$ cat config.mk
export PLATFORM = sky130hd
export DESIGN_NAME = modbus_response_pdu_decoder
export DESIGN_NICKNAME = d
export VERILOG_FILES = /design/src/sv/mrpd_pkg.sv /design/src/sv/mrpd_front.sv /design/src/sv/mrpd_queue.sv /design/src/sv/mrpd_back.sv /design/src/sv/modbus_response_pdu_decoder.sv
export SDC_FILE = /design/constraint.sdc
export NUM_CORES = 1
export LEC_CHECK = 0
export ABC_CLOCK_PERIOD_IN_PS = 6600
export BUFFER_PORTS_ARGS = -buffer_cell sky130_fd_sc_hd__buf_2
export CORE_UTILIZATION = 49
export DETAILED_ROUTE_END_ITERATION = 10
export GPL_TIMING_DRIVEN = 0
export PLACE_DENSITY = 0.76
export SYNTH_ARGS = -nofsm -noshare
export SYNTH_HDL_FRONTEND = slang
export SYNTH_SLANG_ARGS = --single-unit
$ cat constraint.sdc
create_clock -name clock -period 6.6 [get_ports clock]
set_clock_uncertainty 0.2 [all_clocks]
set_input_delay 0.66 -clock clock [delete_from_list [all_inputs] [get_ports clock]]
set_output_delay 0.66 -clock clock [all_outputs]
set_load 0.02 [all_outputs]
$ cat src/sv/mrpd_pkg.sv
// Shared types, codes and decode helpers for the Modbus response PDU decoder.
// Used by the front, queue, back and top-level modules. No dependencies.
`timescale 1ns / 1ps

package mrpd_pkg;

   // Result item kinds.
   localparam logic [1:0] KIND_BIT = 2'd0;
   localparam logic [1:0] KIND_REG = 2'd1;
   localparam logic [1:0] KIND_SUM = 2'd2;

   // Summary status codes.
   localparam logic [1:0] ST_OK          = 2'd0;
   localparam logic [1:0] ST_EXCEPTION   = 2'd1;
   localparam logic [1:0] ST_BAD_LENGTH  = 2'd2;
   localparam logic [1:0] ST_UNSUPPORTED = 2'd3;

   // Data tables.
   localparam logic [1:0] TBL_COILS    = 2'd0;
   localparam logic [1:0] TBL_DISCRETE = 2'd1;
   localparam logic [1:0] TBL_INPUT    = 2'd2;
   localparam logic [1:0] TBL_HOLDING  = 2'd3;

   // Function codes.
   localparam logic [7:0] FC_READ_COILS    = 8'd1;
   localparam logic [7:0] FC_READ_DISCRETE = 8'd2;
   localparam logic [7:0] FC_READ_HOLDING  = 8'd3;
   localparam logic [7:0] FC_READ_INPUT    = 8'd4;
   localparam logic [7:0] FC_WRITE_COIL    = 8'd5;
   localparam logic [7:0] FC_WRITE_REG     = 8'd6;
   localparam logic [7:0] FC_WRITE_COILS   = 8'd15;
   localparam logic [7:0] FC_WRITE_REGS    = 8'd16;
   localparam logic [7:0] FC_READ_WRITE    = 8'd23;

   // Single-coil echo values.
   localparam logic [15:0] COIL_ON       = 16'hFF00;
   localparam logic [15:0] COIL_OFF      = 16'h0000;
   localparam logic [7:0]  BYTE_ALL_ONES = 8'hFF;

   // One unit of work handed from the front to the back.
   typedef struct packed {
      logic        emit_bits;    // expand stream_word[7:0] into eight bit items
      logic        emit_reg;     // one register item
      logic        has_sum;      // summary item follows the streamed items
      logic [10:0] base_idx;
      logic [15:0] stream_word;
      logic [1:0]  stream_tbl;
      logic [15:0] stream_cnt;
      logic [15:0] sum_val;
      logic [1:0]  sum_tbl;
      logic [15:0] sum_addr;
      logic [15:0] sum_cnt;
      logic [1:0]  sum_status;
   } mrpd_cmd_type;

   function automatic logic [1:0] table_of(input logic [7:0] fc);
      logic [1:0] tbl;
      tbl = TBL_COILS;
      if (fc == FC_READ_DISCRETE) tbl = TBL_DISCRETE;
      else if (fc == FC_READ_INPUT) tbl = TBL_INPUT;
      else if (fc inside {FC_READ_HOLDING, FC_WRITE_REG, FC_WRITE_REGS, FC_READ_WRITE})
         tbl = TBL_HOLDING;
      return tbl;
   endfunction

   function automatic logic is_bit_read(input logic [7:0] fc);
      return fc inside {FC_READ_COILS, FC_READ_DISCRETE};
   endfunction

   function automatic logic is_reg_read(input logic [7:0] fc);
      return fc inside {FC_READ_HOLDING, FC_READ_INPUT, FC_READ_WRITE};
   endfunction

endpackage

$ cat src/sv/mrpd_front.sv
// Front end of the PDU decoder: takes request bytes, tracks the parse state
// and turns each byte that causes results into a work command. Depends on mrpd_pkg.
`timescale 1ns / 1ps

module mrpd_front (
   input  logic                  clock,
   input  logic                  reset,
   input  logic                  req_valid,
   output logic                  req_stall,
   input  logic [7:0]            req_data_byte,
   input  logic                  req_last_byte,
   input  logic                  q_full,
   output logic                  q_push,
   output mrpd_pkg::mrpd_cmd_type q_cmd
);
   import mrpd_pkg::*;

   localparam logic [1:0] PH_CODE  = 2'd0;
   localparam logic [1:0] PH_FIRST = 2'd1;
   localparam logic [1:0] PH_BODY  = 2'd2;

   logic [1:0]  phase_ff, phase_in;
   logic [7:0]  fc_ff, fc_in;
   logic [7:0]  count_ff, count_in;
   logic [7:0]  seen_ff, seen_in;
   logic [7:0]  pend_ff, pend_in;
   logic [15:0] addr_ff, addr_in;
   logic [15:0] qty_ff, qty_in;
   logic [10:0] idx_ff, idx_in;

   logic         fire;
   logic [1:0]   ph_mid;
   logic [8:0]   total;
   logic [15:0]  coil_v;
   mrpd_cmd_type cmd;

   assign req_stall = q_full;
   assign fire      = req_valid && !req_stall;

   always_comb begin
      phase_in = phase_ff;
      fc_in    = fc_ff;
      count_in = count_ff;
      seen_in  = seen_ff;
      pend_in  = pend_ff;
      addr_in  = addr_ff;
      qty_in   = qty_ff;
      idx_in   = idx_ff;
      ph_mid   = phase_ff;
      total    = 9'd0;
      coil_v   = COIL_OFF;
      cmd      = '0;

      if (fire) begin
         case (phase_ff)
            PH_CODE: begin
               fc_in    = req_data_byte;
               count_in = 8'd0;
               seen_in  = 8'd0;
               pend_in  = 8'd0;
               addr_in  = 16'd0;
               qty_in   = 16'd0;
               idx_in   = 11'd0;
               ph_mid   = PH_FIRST;
            end
            PH_FIRST: begin
               count_in = req_data_byte;
               addr_in  = {8'd0, req_data_byte};
               ph_mid   = PH_BODY;
            end
            default: begin
               if (seen_ff == 8'd0) addr_in = {addr_ff[7:0], req_data_byte};
               else if (seen_ff == 8'd1) qty_in = {8'd0, req_data_byte};
               else if (seen_ff == 8'd2) qty_in = {qty_ff[7:0], req_data_byte};

               if (seen_ff < count_ff) begin
                  if (is_bit_read(fc_ff)) begin
                     cmd.emit_bits   = 1'b1;
                     cmd.base_idx    = idx_ff;
                     cmd.stream_word = {8'd0, req_data_byte};
                     cmd.stream_cnt  = {5'd0, count_ff, 3'd0};
                     idx_in          = idx_ff + 11'd8;
                  end else if (is_reg_read(fc_ff)) begin
                     if (!seen_ff[0]) begin
                        pend_in = req_data_byte;
                     end else begin
                        cmd.emit_reg    = 1'b1;
                        cmd.base_idx    = idx_ff;
                        cmd.stream_word = {pend_ff, req_data_byte};
                        cmd.stream_cnt  = {9'd0, count_ff[7:1]};
                        idx_in          = idx_ff + 11'd1;
                     end
                  end
               end
               if (seen_ff != 8'hFF) seen_in = seen_ff + 8'd1;
               ph_mid = PH_BODY;
            end
         endcase
         cmd.stream_tbl = table_of(fc_ff);
         phase_in       = ph_mid;

         if (req_last_byte) begin
            // Summary is judged on the state after this byte.
            cmd.has_sum = 1'b1;
            phase_in    = PH_CODE;
            if (ph_mid == PH_BODY) total = {1'b0, seen_in} + 9'd1;
            if (qty_in[7:0] == BYTE_ALL_ONES) coil_v = COIL_ON;
            if (total >= 9'd4) coil_v = qty_in;

            if (fc_in[7]) begin
               cmd.sum_status = ST_EXCEPTION;
            end else if (is_bit_read(fc_in)) begin
               if (ph_mid != PH_BODY || count_in == 8'd0 || seen_in < count_in) begin
                  cmd.sum_status = ST_BAD_LENGTH;
               end else begin
                  cmd.sum_tbl = table_of(fc_in);
                  cmd.sum_cnt = {5'd0, count_in, 3'd0};
               end
            end else if (is_reg_read(fc_in)) begin
               if (ph_mid != PH_BODY || count_in[0] || seen_in < count_in) begin
                  cmd.sum_status = ST_BAD_LENGTH;
               end else begin
                  cmd.sum_tbl = table_of(fc_in);
                  cmd.sum_cnt = {9'd0, count_in[7:1]};
               end
            end else if (fc_in == FC_WRITE_COIL) begin
               if (total < 9'd3) begin
                  cmd.sum_status = ST_BAD_LENGTH;
               end else begin
                  cmd.sum_val  = {15'd0, coil_v == COIL_ON};
                  cmd.sum_tbl  = TBL_COILS;
                  cmd.sum_addr = addr_in;
                  cmd.sum_cnt  = 16'd1;
               end
            end else if (fc_in == FC_WRITE_REG) begin
               if (total < 9'd4) begin
                  cmd.sum_status = ST_BAD_LENGTH;
               end else begin
                  cmd.sum_val  = qty_in;
                  cmd.sum_tbl  = TBL_HOLDING;
                  cmd.sum_addr = addr_in;
                  cmd.sum_cnt  = 16'd1;
               end
            end else if (fc_in == FC_WRITE_COILS || fc_in == FC_WRITE_REGS) begin
               if (total < 9'd4) begin
                  cmd.sum_status = ST_BAD_LENGTH;
               end else begin
                  cmd.sum_tbl  = table_of(fc_in);
                  cmd.sum_addr = addr_in;
                  cmd.sum_cnt  = qty_in;
               end
            end else begin
               cmd.sum_status = ST_UNSUPPORTED;
            end
         end
      end
   end

   assign q_push = fire && (cmd.emit_bits || cmd.emit_reg || cmd.has_sum);
   assign q_cmd  = cmd;

   always_ff @(posedge clock) begin
      if (reset) begin
         phase_ff <= PH_CODE;
      end else begin
         phase_ff <= phase_in;
      end
   end

   // Parse context is reloaded on every function code byte.
   always_ff @(posedge clock) begin
      fc_ff    <= fc_in;
      count_ff <= count_in;
      seen_ff  <= seen_in;
      pend_ff  <= pend_in;
      addr_ff  <= addr_in;
      qty_ff   <= qty_in;
      idx_ff   <= idx_in;
   end

endmodule

$ cat src/sv/mrpd_queue.sv
// Small register queue of work commands between the front and back ends.
// Depends on mrpd_pkg.
`timescale 1ns / 1ps

module mrpd_queue #(
   parameter int DEPTH = 4
) (
   input  logic                  clock,
   input  logic                  reset,
   input  logic                  push,
   input  mrpd_pkg::mrpd_cmd_type push_cmd,
   output logic                  full,
   input  logic                  pop,
   output mrpd_pkg::mrpd_cmd_type head,
   output logic                  empty
);
   import mrpd_pkg::*;

   localparam int PTR_W = (DEPTH > 1) ? $clog2(DEPTH) : 1;
   localparam int CNT_W = $clog2(DEPTH + 1);

   mrpd_cmd_type     mem_ff [DEPTH];
   logic [PTR_W-1:0] wr_ptr_ff, wr_ptr_in;
   logic [PTR_W-1:0] rd_ptr_ff, rd_ptr_in;
   logic [CNT_W-1:0] cnt_ff, cnt_in;

   assign full  = (cnt_ff == CNT_W'(DEPTH));
   assign empty = (cnt_ff == '0);
   assign head  = mem_ff[rd_ptr_ff];

   always_comb begin
      wr_ptr_in = wr_ptr_ff;
      rd_ptr_in = rd_ptr_ff;
      cnt_in    = cnt_ff;
      if (push) begin
         wr_ptr_in = (wr_ptr_ff == PTR_W'(DEPTH - 1)) ? '0 : wr_ptr_ff + PTR_W'(1);
      end
      if (pop) begin
         rd_ptr_in = (rd_ptr_ff == PTR_W'(DEPTH - 1)) ? '0 : rd_ptr_ff + PTR_W'(1);
      end
      if (push && !pop) cnt_in = cnt_ff + CNT_W'(1);
      else if (pop && !push) cnt_in = cnt_ff - CNT_W'(1);
   end

   always_ff @(posedge clock) begin
      if (reset) begin
         wr_ptr_ff <= '0;
         rd_ptr_ff <= '0;
         cnt_ff    <= '0;
      end else begin
         wr_ptr_ff <= wr_ptr_in;
         rd_ptr_ff <= rd_ptr_in;
         cnt_ff    <= cnt_in;
      end
   end

   always_ff @(posedge clock) begin
      if (push) mem_ff[wr_ptr_ff] <= push_cmd;
   end

endmodule

$ cat src/sv/mrpd_back.sv
// Back end of the PDU decoder: expands each queued command into result items
// and holds them in the output register. Depends on mrpd_pkg.
`timescale 1ns / 1ps

module mrpd_back (
   input  logic                  clock,
   input  logic                  reset,
   input  mrpd_pkg::mrpd_cmd_type head,
   input  logic                  q_empty,
   output logic                  q_pop,
   output logic                  rsp_valid,
   input  logic                  rsp_stall,
   output logic [1:0]            rsp_item_kind,
   output logic [10:0]           rsp_element_index,
   output logic [15:0]           rsp_word_value,
   output logic [1:0]            rsp_table_type,
   output logic [15:0]           rsp_start_address,
   output logic [15:0]           rsp_value_count,
   output logic [1:0]            rsp_status,
   output logic                  rsp_last_result
);
   import mrpd_pkg::*;

   logic [3:0]  sub_ff, sub_in;
   logic        valid_ff, valid_in;
   logic [1:0]  kind_ff, kind_in;
   logic [10:0] idx_ff, idx_in;
   logic [15:0] word_ff, word_in;
   logic [1:0]  tbl_ff, tbl_in;
   logic [15:0] addr_ff, addr_in;
   logic [15:0] cnt_ff, cnt_in;
   logic [1:0]  st_ff, st_in;
   logic        last_ff, last_in;

   logic [3:0] stream_n;
   logic [3:0] n_res;
   logic       load;

   assign stream_n = head.emit_bits ? 4'd8 : (head.emit_reg ? 4'd1 : 4'd0);
   assign n_res    = stream_n + {3'd0, head.has_sum};
   assign load     = !q_empty && (!valid_ff || !rsp_stall);
   assign q_pop    = load && (sub_ff == n_res - 4'd1);

   always_comb begin
      if (sub_ff < stream_n) begin
         kind_in = head.emit_bits ? KIND_BIT : KIND_REG;
         idx_in  = head.base_idx + {7'd0, sub_ff};
         word_in = head.emit_bits ? {15'd0, head.stream_word[sub_ff[2:0]]}
                                  : head.stream_word;
         tbl_in  = head.stream_tbl;
         addr_in = 16'd0;
         cnt_in  = head.stream_cnt;
         st_in   = ST_OK;
         last_in = 1'b0;
      end else begin
         kind_in = KIND_SUM;
         idx_in  = 11'd0;
         word_in = head.sum_val;
         tbl_in  = head.sum_tbl;
         addr_in = head.sum_addr;
         cnt_in  = head.sum_cnt;
         st_in   = head.sum_status;
         last_in = 1'b1;
      end

      valid_in = valid_ff;
      sub_in   = sub_ff;
      if (load) begin
         valid_in = 1'b1;
         sub_in   = q_pop ? 4'd0 : sub_ff + 4'd1;
      end else if (!rsp_stall) begin
         valid_in = 1'b0;
      end
   end

   always_ff @(posedge clock) begin
      if (reset) begin
         valid_ff <= 1'b0;
         sub_ff   <= 4'd0;
      end else begin
         valid_ff <= valid_in;
         sub_ff   <= sub_in;
      end
   end

   always_ff @(posedge clock) begin
      if (load) begin
         kind_ff <= kind_in;
         idx_ff  <= idx_in;
         word_ff <= word_in;
         tbl_ff  <= tbl_in;
         addr_ff <= addr_in;
         cnt_ff  <= cnt_in;
         st_ff   <= st_in;
         last_ff <= last_in;
      end
   end

   assign rsp_valid         = valid_ff;
   assign rsp_item_kind     = kind_ff;
   assign rsp_element_index = idx_ff;
   assign rsp_word_value    = word_ff;
   assign rsp_table_type    = tbl_ff;
   assign rsp_start_address = addr_ff;
   assign rsp_value_count   = cnt_ff;
   assign rsp_status        = st_ff;
   assign rsp_last_result   = last_ff;

endmodule

$ cat src/sv/modbus_response_pdu_decoder.sv
// Modbus response PDU decoder, top level. Each result is registered in the command
// queue and then in the back end's output register before it reaches the rsp ports.
// Throughput: one request byte per cycle while the command queue has room; the
// back end sends one result per cycle while rsp_stall does not hold it, so a coil
// byte becomes eight bit results (and the summary) and a register pair one result.
// Reset: synchronous, active high; clears parse phase, queue and output valid.
`timescale 1ns / 1ps

module modbus_response_pdu_decoder #(
   parameter int QUEUE_DEPTH = 4
) (
   input  logic        clock,
   input  logic        reset,
   input  logic        req_valid,
   output logic        req_stall,
   input  logic [7:0]  req_data_byte,
   input  logic        req_last_byte,
   output logic        rsp_valid,
   input  logic        rsp_stall,
   output logic [1:0]  rsp_item_kind,
   output logic [10:0] rsp_element_index,
   output logic [15:0] rsp_word_value,
   output logic [1:0]  rsp_table_type,
   output logic [15:0] rsp_start_address,
   output logic [15:0] rsp_value_count,
   output logic [1:0]  rsp_status,
   output logic        rsp_last_result
);
   import mrpd_pkg::*;

   // The front end parses each request byte in the cycle it is accepted and,
   // if the byte causes results, pushes one command describing all of them: eight
   // coil or input bits, one register, and/or the closing summary. It only stalls
   // when the command queue is full.
   logic         q_full;
   logic         q_push;
   mrpd_cmd_type q_cmd;

   mrpd_front u_front (
      .clock         (clock),
      .reset         (reset),
      .req_valid     (req_valid),
      .req_stall     (req_stall),
      .req_data_byte (req_data_byte),
      .req_last_byte (req_last_byte),
      .q_full        (q_full),
      .q_push        (q_push),
      .q_cmd         (q_cmd)
   );

   // The queue lets bytes keep flowing while the back end is still spelling
   // out a coil byte or is held by a stalled consumer.
   mrpd_cmd_type q_head;
   logic         q_empty;
   logic         q_pop;

   mrpd_queue #(
      .DEPTH (QUEUE_DEPTH)
   ) u_queue (
      .clock    (clock),
      .reset    (reset),
      .push     (q_push),
      .push_cmd (q_cmd),
      .full     (q_full),
      .pop      (q_pop),
      .head     (q_head),
      .empty    (q_empty)
   );

   // Unless rsp_stall holds it, the back end walks each command one result per
   // cycle into a registered output stage and pops it with its final result.
   mrpd_back u_back (
      .clock             (clock),
      .reset             (reset),
      .head              (q_head),
      .q_empty           (q_empty),
      .q_pop             (q_pop),
      .rsp_valid         (rsp_valid),
      .rsp_stall         (rsp_stall),
      .rsp_item_kind     (rsp_item_kind),
      .rsp_element_index (rsp_element_index),
      .rsp_word_value    (rsp_word_value),
      .rsp_table_type    (rsp_table_type),
      .rsp_start_address (rsp_start_address),
      .rsp_value_count   (rsp_value_count),
      .rsp_status        (rsp_status),
      .rsp_last_result   (rsp_last_result)
   );

`ifndef SYNTHESIS
   // Only summary items close a response.
   a_last_is_summary: assert property (@(posedge clock) disable iff (reset)
      rsp_valid && rsp_last_result |-> rsp_item_kind == KIND_SUM)
      else $error("last_result on a non-summary item");

   // Streamed values carry ok status and no address.
   a_stream_clean: assert property (@(posedge clock) disable iff (reset)
      rsp_valid && rsp_item_kind != KIND_SUM |->
         rsp_status == ST_OK && rsp_start_address == 16'd0)
      else $error("streamed item with status or address set");

   // A coil or input bit value is a single bit.
   a_bit_value: assert property (@(posedge clock) disable iff (reset)
      rsp_valid && rsp_item_kind == KIND_BIT |-> rsp_word_value[15:1] == 15'd0)
      else $error("bit item wider than one bit");

   // Queued work reaches the output stage as soon as it is free.
   a_drain: assert property (@(posedge clock) disable iff (reset)
      !q_empty && !rsp_stall |=> rsp_valid)
      else $error("queued command not moved to output");
`endif

endmodule

==> reports/metrics.yaml, run 1 <==
worstMarginPinSlew_ns: 1.432
yosysTopAreaCellShare: 0.6709
grt_max_degree: 54
setup_violations: 0
async_reset_ff_frac: 0
postCtsSetupBuffers: 0
status: "finished with violations"
hpwl_mm: 37.74
crit_fanout: 10
max_cap_violations: 0
fillers: 3653
finalCriticalPeriod_ns: 6.157
htreeDepth: 2
cts_root_buf: "clkbuf_16"
die-area_mm2: 0.04847
placed_cells: 2273
antenna_found_initial: 1
timing.final.crit_share: 0.9329
holdCritPathClass: "in -> reg"
ys.warnings.count: 0
utilization: 0.5608
ys_seq_elements: 537
grt_overflow: 0
post_cts_resized: 0
setup.worst_path.start_class: "flip-flop"
power_density_mw_per_mm2: 380.4
rr_worst_depth: 17
fin_cells: 2368
wire_per_inst_um: 23.89
hold_buffers: 0
worstSkewPairLatency_ns: 0.61
num_vias: 14540
seq_area_frac_synth: 0.6847
vdd_drop_max_v: 0.0002211
crit_arrival_ns: 6.49
numCtsBuffers: 52
grt.total_usage: 0.2390
syn_area_mm2: 0.02332
cp.required_ns: 6.93
drc: 9
start_util: 0.4988
r2r_slack_ns: 0.44
drive_above_1_share: 0.1573
synth_top_area_cell: "edfxtp_1"
insertedDiodeCount: 0
cts.path.max_buffers: 3
synth_area_leaders: "edfxtp_1 67%, mux4_2 6.9%, ha_1 1.8%, and2_1 1.8%, nor3_1 1.7%"
p_leak_nw: 9.174
tritoncts: "built"
synthCells: 1587
via_per_inst: 6.139
finalMaxSlewViolations: 0
max_freq_mhz: 162.4
dieHeight_um: 220.2
first_iter_violations: 1700
synth_edf_count: 521
path_clk_slew_ns: 0.06
synth_nets: 1636
fin_nets: 1769
rr_endpoint: "u_queue.cnt_ff[2]"
postSynthAreaPerCell_um2: 14.69
io_buffer_count: 72
hold_viol: 0
ios: 81
grt_pass1_wl_mm: 86.06
syn2layout_area_growth_pct: 12.44
crit_end: "u_queue.cnt_ff[2]"
violations: "design-rule violations"
place_congestion: 0.9332
dieWidth_um: 220.2
rsz0062_at_grt: "false"
core_area_mm2: 0.04675
max-slew-margin-rel: 0.03635
cts_sinks: 537
critical_path_class: "reg -> reg"
ys.flop_type: "edfxtp_1"
grt_pass1_vias: 14430
firstDrtPassIters: 11
final_antenna_net_count: 0
rows: 79
end_kind: "flip-flop"
yosysUniqueCellTypes: 69
drt_wl_total_mm: 56.57
==> per-stage QoR <==
stage               hold WS [ns]  instance area, um2  worst slack, ns  total power [W]  TNS, ns
floorplan                 0.2541               23320           0.6485         0.006337        0
global placement          0.2572               24440           -2.184         0.007178  -815.52
detailed placement        0.2617               24630           0.5182         0.007231        0
CTS                       0.1043               26220           0.4775          0.01001        0
global route              0.1393               26220           0.2695          0.01040        0
finish                    0.1259               26220           0.4428         0.009973        0
==> cell type report <==
cell class	instances	area (um2)	area share
plain buffers	89	405.4	0.01546
inverters	49	186.4	0.007110
multi-input cells	912	6779	0.2585
well taps	607	759.5	0.02897
flip-flops and latches	537	15970	0.6089
clock inverters	30	236.5	0.009019
repair buffers	79	538.0	0.02052
clock buffers	65	1350	0.05149
==> how the worst min path moves through the flow <==
stage,startpoint,end,slack (ns),cells past startpoint
after floorplan,u_queue.rd_ptr_ff[1],flip-flop,0.25,2
after global placement,u_back.rsp_valid,u_back.rsp_valid,0.26,2
after detailed placement,u_back.rsp_valid,u_back.rsp_valid,0.26,2
after CTS,rsp_stall,u_back.rsp_valid,0.10,3
after global routing,reset,u_queue.cnt_ff[2],0.14,2
final,rsp_stall,u_back.rsp_valid,0.13,3
==> cell usage in the layout, fill, tap and decap left out, types with 14 or more instances in the layout <==
cell and count:
clkbuf_16 52, and3_1 36, nand3_1 42, mux2i_1 24
and2_1 63, nor3_1 81, inv_1 45, edfxtp_1 521
o22ai_1 29, nor4_1 26, or4_1 15, dfxtp_1 16
nor2_1 96, clkbuf_1 62, ha_1 34, a22oi_1 16
nand2_1 103, xor2_1 17, a21oi_1 49, mux4_2 71
nand4_1 14, buf_2 95, nand2b_1 21, o21ai_0 48
==> cells by family (layout without fill, tap and decap cells) <==
logic type | count (synthesis) | after routing | share of synthesized area
adders and majority gates | 36 | 36 | 0.01996
muxes | 101 | 101 | 0.08188
buffers and inverters | 138 | 312 | 0.02527
DFF | 537 | 537 | 0.6847
xor gates and xnor gates | 27 | 27 | 0.01014
AOI/OAI and AO/OA | 206 | 206 | 0.05698
and+or+nand+nor | 542 | 542 | 0.1211
==> flip-flops by register name, indices dropped and copies added (netlist names), 11 cells and up, named ones only <==
register	flops
u_back.rsp_start_address	16
u_front.qty_ff	16
u_queue.mem_ff	380
u_back.rsp_word_value	16
u_back.rsp_value_count	16
u_front.idx_ff	11
u_front.addr_ff	16
u_back.rsp_element_index	11
==> Yosys cell counts (29+ instances only) <==
library cell / count
clkbuf_1: 49
o21ai_0: 48
nand2_1: 103
and3_1: 36
ha_1: 34
o22ai_1: 29
nand3_1: 42
nor2_1: 96
inv_1: 47
edfxtp_1: 521
and2_1: 67
a21oi_1: 49
mux4_2: 71
nor3_1: 81
==> critical path: stages, from the launching register on <==
cell and delay (ns):
dfxtp_1 0.39, buf_1 0.59, buf_1 0.68, clkbuf_1 0.89, clkbuf_1 0.66, mux4_2 0.40
inv_1 0.09, ha_1 0.24, xnor2_1 0.13, a21oi_1 0.06, o2111a_1 0.19, inv_1 0.20
ha_1 0.23, inv_1 0.07, fa_1 0.43, xor2_1 0.18, or3_1 0.32, a21oi_1 0.14
==> per-layer routing <==
layer	GRT usage	wire length, um	vias up
met4	0.09448	2202	2
li1	-	-	6413
met5	0	11	-
met1	0.3201	22390	7269
met2	0.3900	27210	710
met3	0.04220	4761	142
==> power by group <==
part | total (W) | internal [W] | switching (W)
clock | 0.00280 | 0.00157 | 0.00124
combinational | 0.00261 | 0.000892 | 0.00172
sequential | 0.00456 | 0.00436 | 0.000197
Power figures use the tool's default switching activity.
==> run 2, diff against run 1 <==
GPL_ROUTABILITY_DRIVEN = 0   (was not set)
RECOVER_POWER = 25   (was not set)
==> reports/metrics.yaml, run 2 (synthesized netlist as in run 1, its figures left out) <==
core_area_mm2: 0.04675
holdCritPathClass: "in -> reg"
firstDrtPassIters: 11
power_density_mw_per_mm2: 383.0
path_clk_slew_ns: 0.06
grt_pass1_wl_mm: 84.01
num_vias: 14570
dieHeight_um: 220.2
critical-path-top-delay-family: "buffers and inverters"
crit_top_cell: "inv_1"
rows: 79
multiInputGateArea_mm2: 0.006755
crit_fanout: 10
final_antenna_net_count: 0
postCtsSetupBuffers: 0
whs_ns: 0.1117
max_cap_violations: 3
antenna_found_initial: 2
ios: 81
htreeDepth: 2
p_int_w: 0.006855
setup_violations: 0
netSwitchingFraction: 0.3152
start_util: 0.4988
finalCriticalPeriod_ns: 6.237
syn2layout_area_growth_pct: 12.09
finalPower_w: 0.01001
status: "finished with violations"
mostFrequentLayoutCell: "edfxtp_1"
worstMarginPinSlew_ns: 2.083
tritoncts: "built"
drt_wl_total_mm: 55.31
grt_overflow: 0
cts_sinks: 537
post_cts_resized: 0
rsz0062_at_grt: "false"
timing.final.crit_share: 0.9450
layout_common_cells: "521 x edfxtp_1, 134 x clkbuf_1, 103 x nand2_1, 96 x nor2_1, 81 x nor3_1"
hold_viol: 0
path_cells: "buf_1 -> buf_1 -> clkbuf_1 -> clkbuf_1 -> mux4_2 -> inv_1 -> ha_1 -> xnor2_1 -> a21oi_1 -> o2111a_1 -> inv_1 -> ha_1 -> inv_1 -> fa_1 -> xor2_1 -> or3_1 -> a21oi_1"
critical_path_class: "reg -> reg"
drive_above_1_share: 0.1145
first_iter_violations: 1909
setup_slack_ns: 0.3633
vdd_drop_max_v: 0.0002206
clkPwrFrac: 0.292
crit_arrival_ns: 6.56
crit_buf_inv: 7
cts_root_buf: "clkbuf_16"
combPwrFrac: 0.250
finalMaxSlewViolations: 74
seq_area_mm2: 0.01597
drc: 8
fin_nets: 1769
end_kind: "flip-flop"
cp.required_ns: 6.93
seqPwrFrac: 0.458
hold_buffers: 0
hpwl_mm: 36.33
max-slew-margin-rel: -0.3885
max_freq_mhz: 160.3
utilization: 0.5591
slowest_stage: "clkbuf_1"
placedInstanceArea_mm2: 0.02461
p_leak_nw: 8.968
dieWidth_um: 220.2
cts.path.max_buffers: 3
wire_per_inst_um: 23.40
dp_slack_ns: 0.4837
numCtsBuffers: 52
violations: "design-rule violations, max-capacitance violations, max-slew violations"
fillers: 3521
largest_register_ffs: 380
die-area_mm2: 0.04847
grt.total_usage: 0.2317
fin_area_mm2: 0.02614
io_buffer_count: 72
p_sw_w: 0.003155
grt_max_degree: 58
largest_register: "u_queue.mem_ff"
worstSkewPairLatency_ns: 0.61
max_stage_delay_ns: 0.84
grt_pass1_vias: 14610
via_per_inst: 6.162
setup.worst_path.start_class: "flip-flop"
==> run 2: routing by layer <==
| metal | share of wire | global-route usage | vias up |
|---|---|---|---|
| met1 | 0.39 | 0.3084 | 7152 |
| met3 | 0.091 | 0.04110 | 165 |
| met5 | 0.00022 | 0 | - |
| met4 | 0.042 | 0.09908 | 2 |
| li1 | - | - | 6415 |
| met2 | 0.48 | 0.3767 | 833 |
==> run 2: power groups by stage <==
stage | clock network, W | registers (W) | logic, W
floorplan | 0 | 0.00490 | 0.00144
global placement | 0 | 0.00466 | 0.00249
detailed placement | 0 | 0.00462 | 0.00259
CTS | 0.00296 | 0.00456 | 0.00261
global route | 0.00309 | 0.00463 | 0.00270
finish | 0.00292 | 0.00459 | 0.00250
==> run 2: layout make-up <==
| type | count | area share |
|---|---|---|
| Sequential cell | 537 | 0.6108 |
| Timing Repair Buffer | 79 | 0.01580 |
| Tap cell | 607 | 0.02906 |
| Antenna cell | 1 | 0.00009574 |
| Inverter | 49 | 0.007084 |
| Clock inverter | 28 | 0.01178 |
| Multi-Input combinational cell | 912 | 0.2584 |
| Clock buffer | 62 | 0.05203 |
| Buffer | 89 | 0.01493 |
==> run 2: worst paths after layout <==
kind                         start                end  slack (ns)  depth (start not counted)
setup / recovery         flip-flop  u_queue.cnt_ff[2]        0.36                         17
hold / removal           rsp_stall   u_back.rsp_valid        0.11                          3
setup reg to reg         flip-flop  u_queue.cnt_ff[2]        0.36                         17
hold reg to reg   u_back.rsp_valid   u_back.rsp_valid        0.28                          2
==> run 2: metrics by stage <==
step,cells,setup TNS [ns]
4_1_cts,2363,0
5_1_grt,2363,0
2_1_floorplan,1587,0
3_3_place_gp,2266,-778.89
3_5_place_dp,2273,0
6_report,2364,0
==> run 2: worst min-delay path, stage by stage <==
cell and delay (ns):
buf_2 0.11, nand2_1 0.06, a21oi_1 0.05
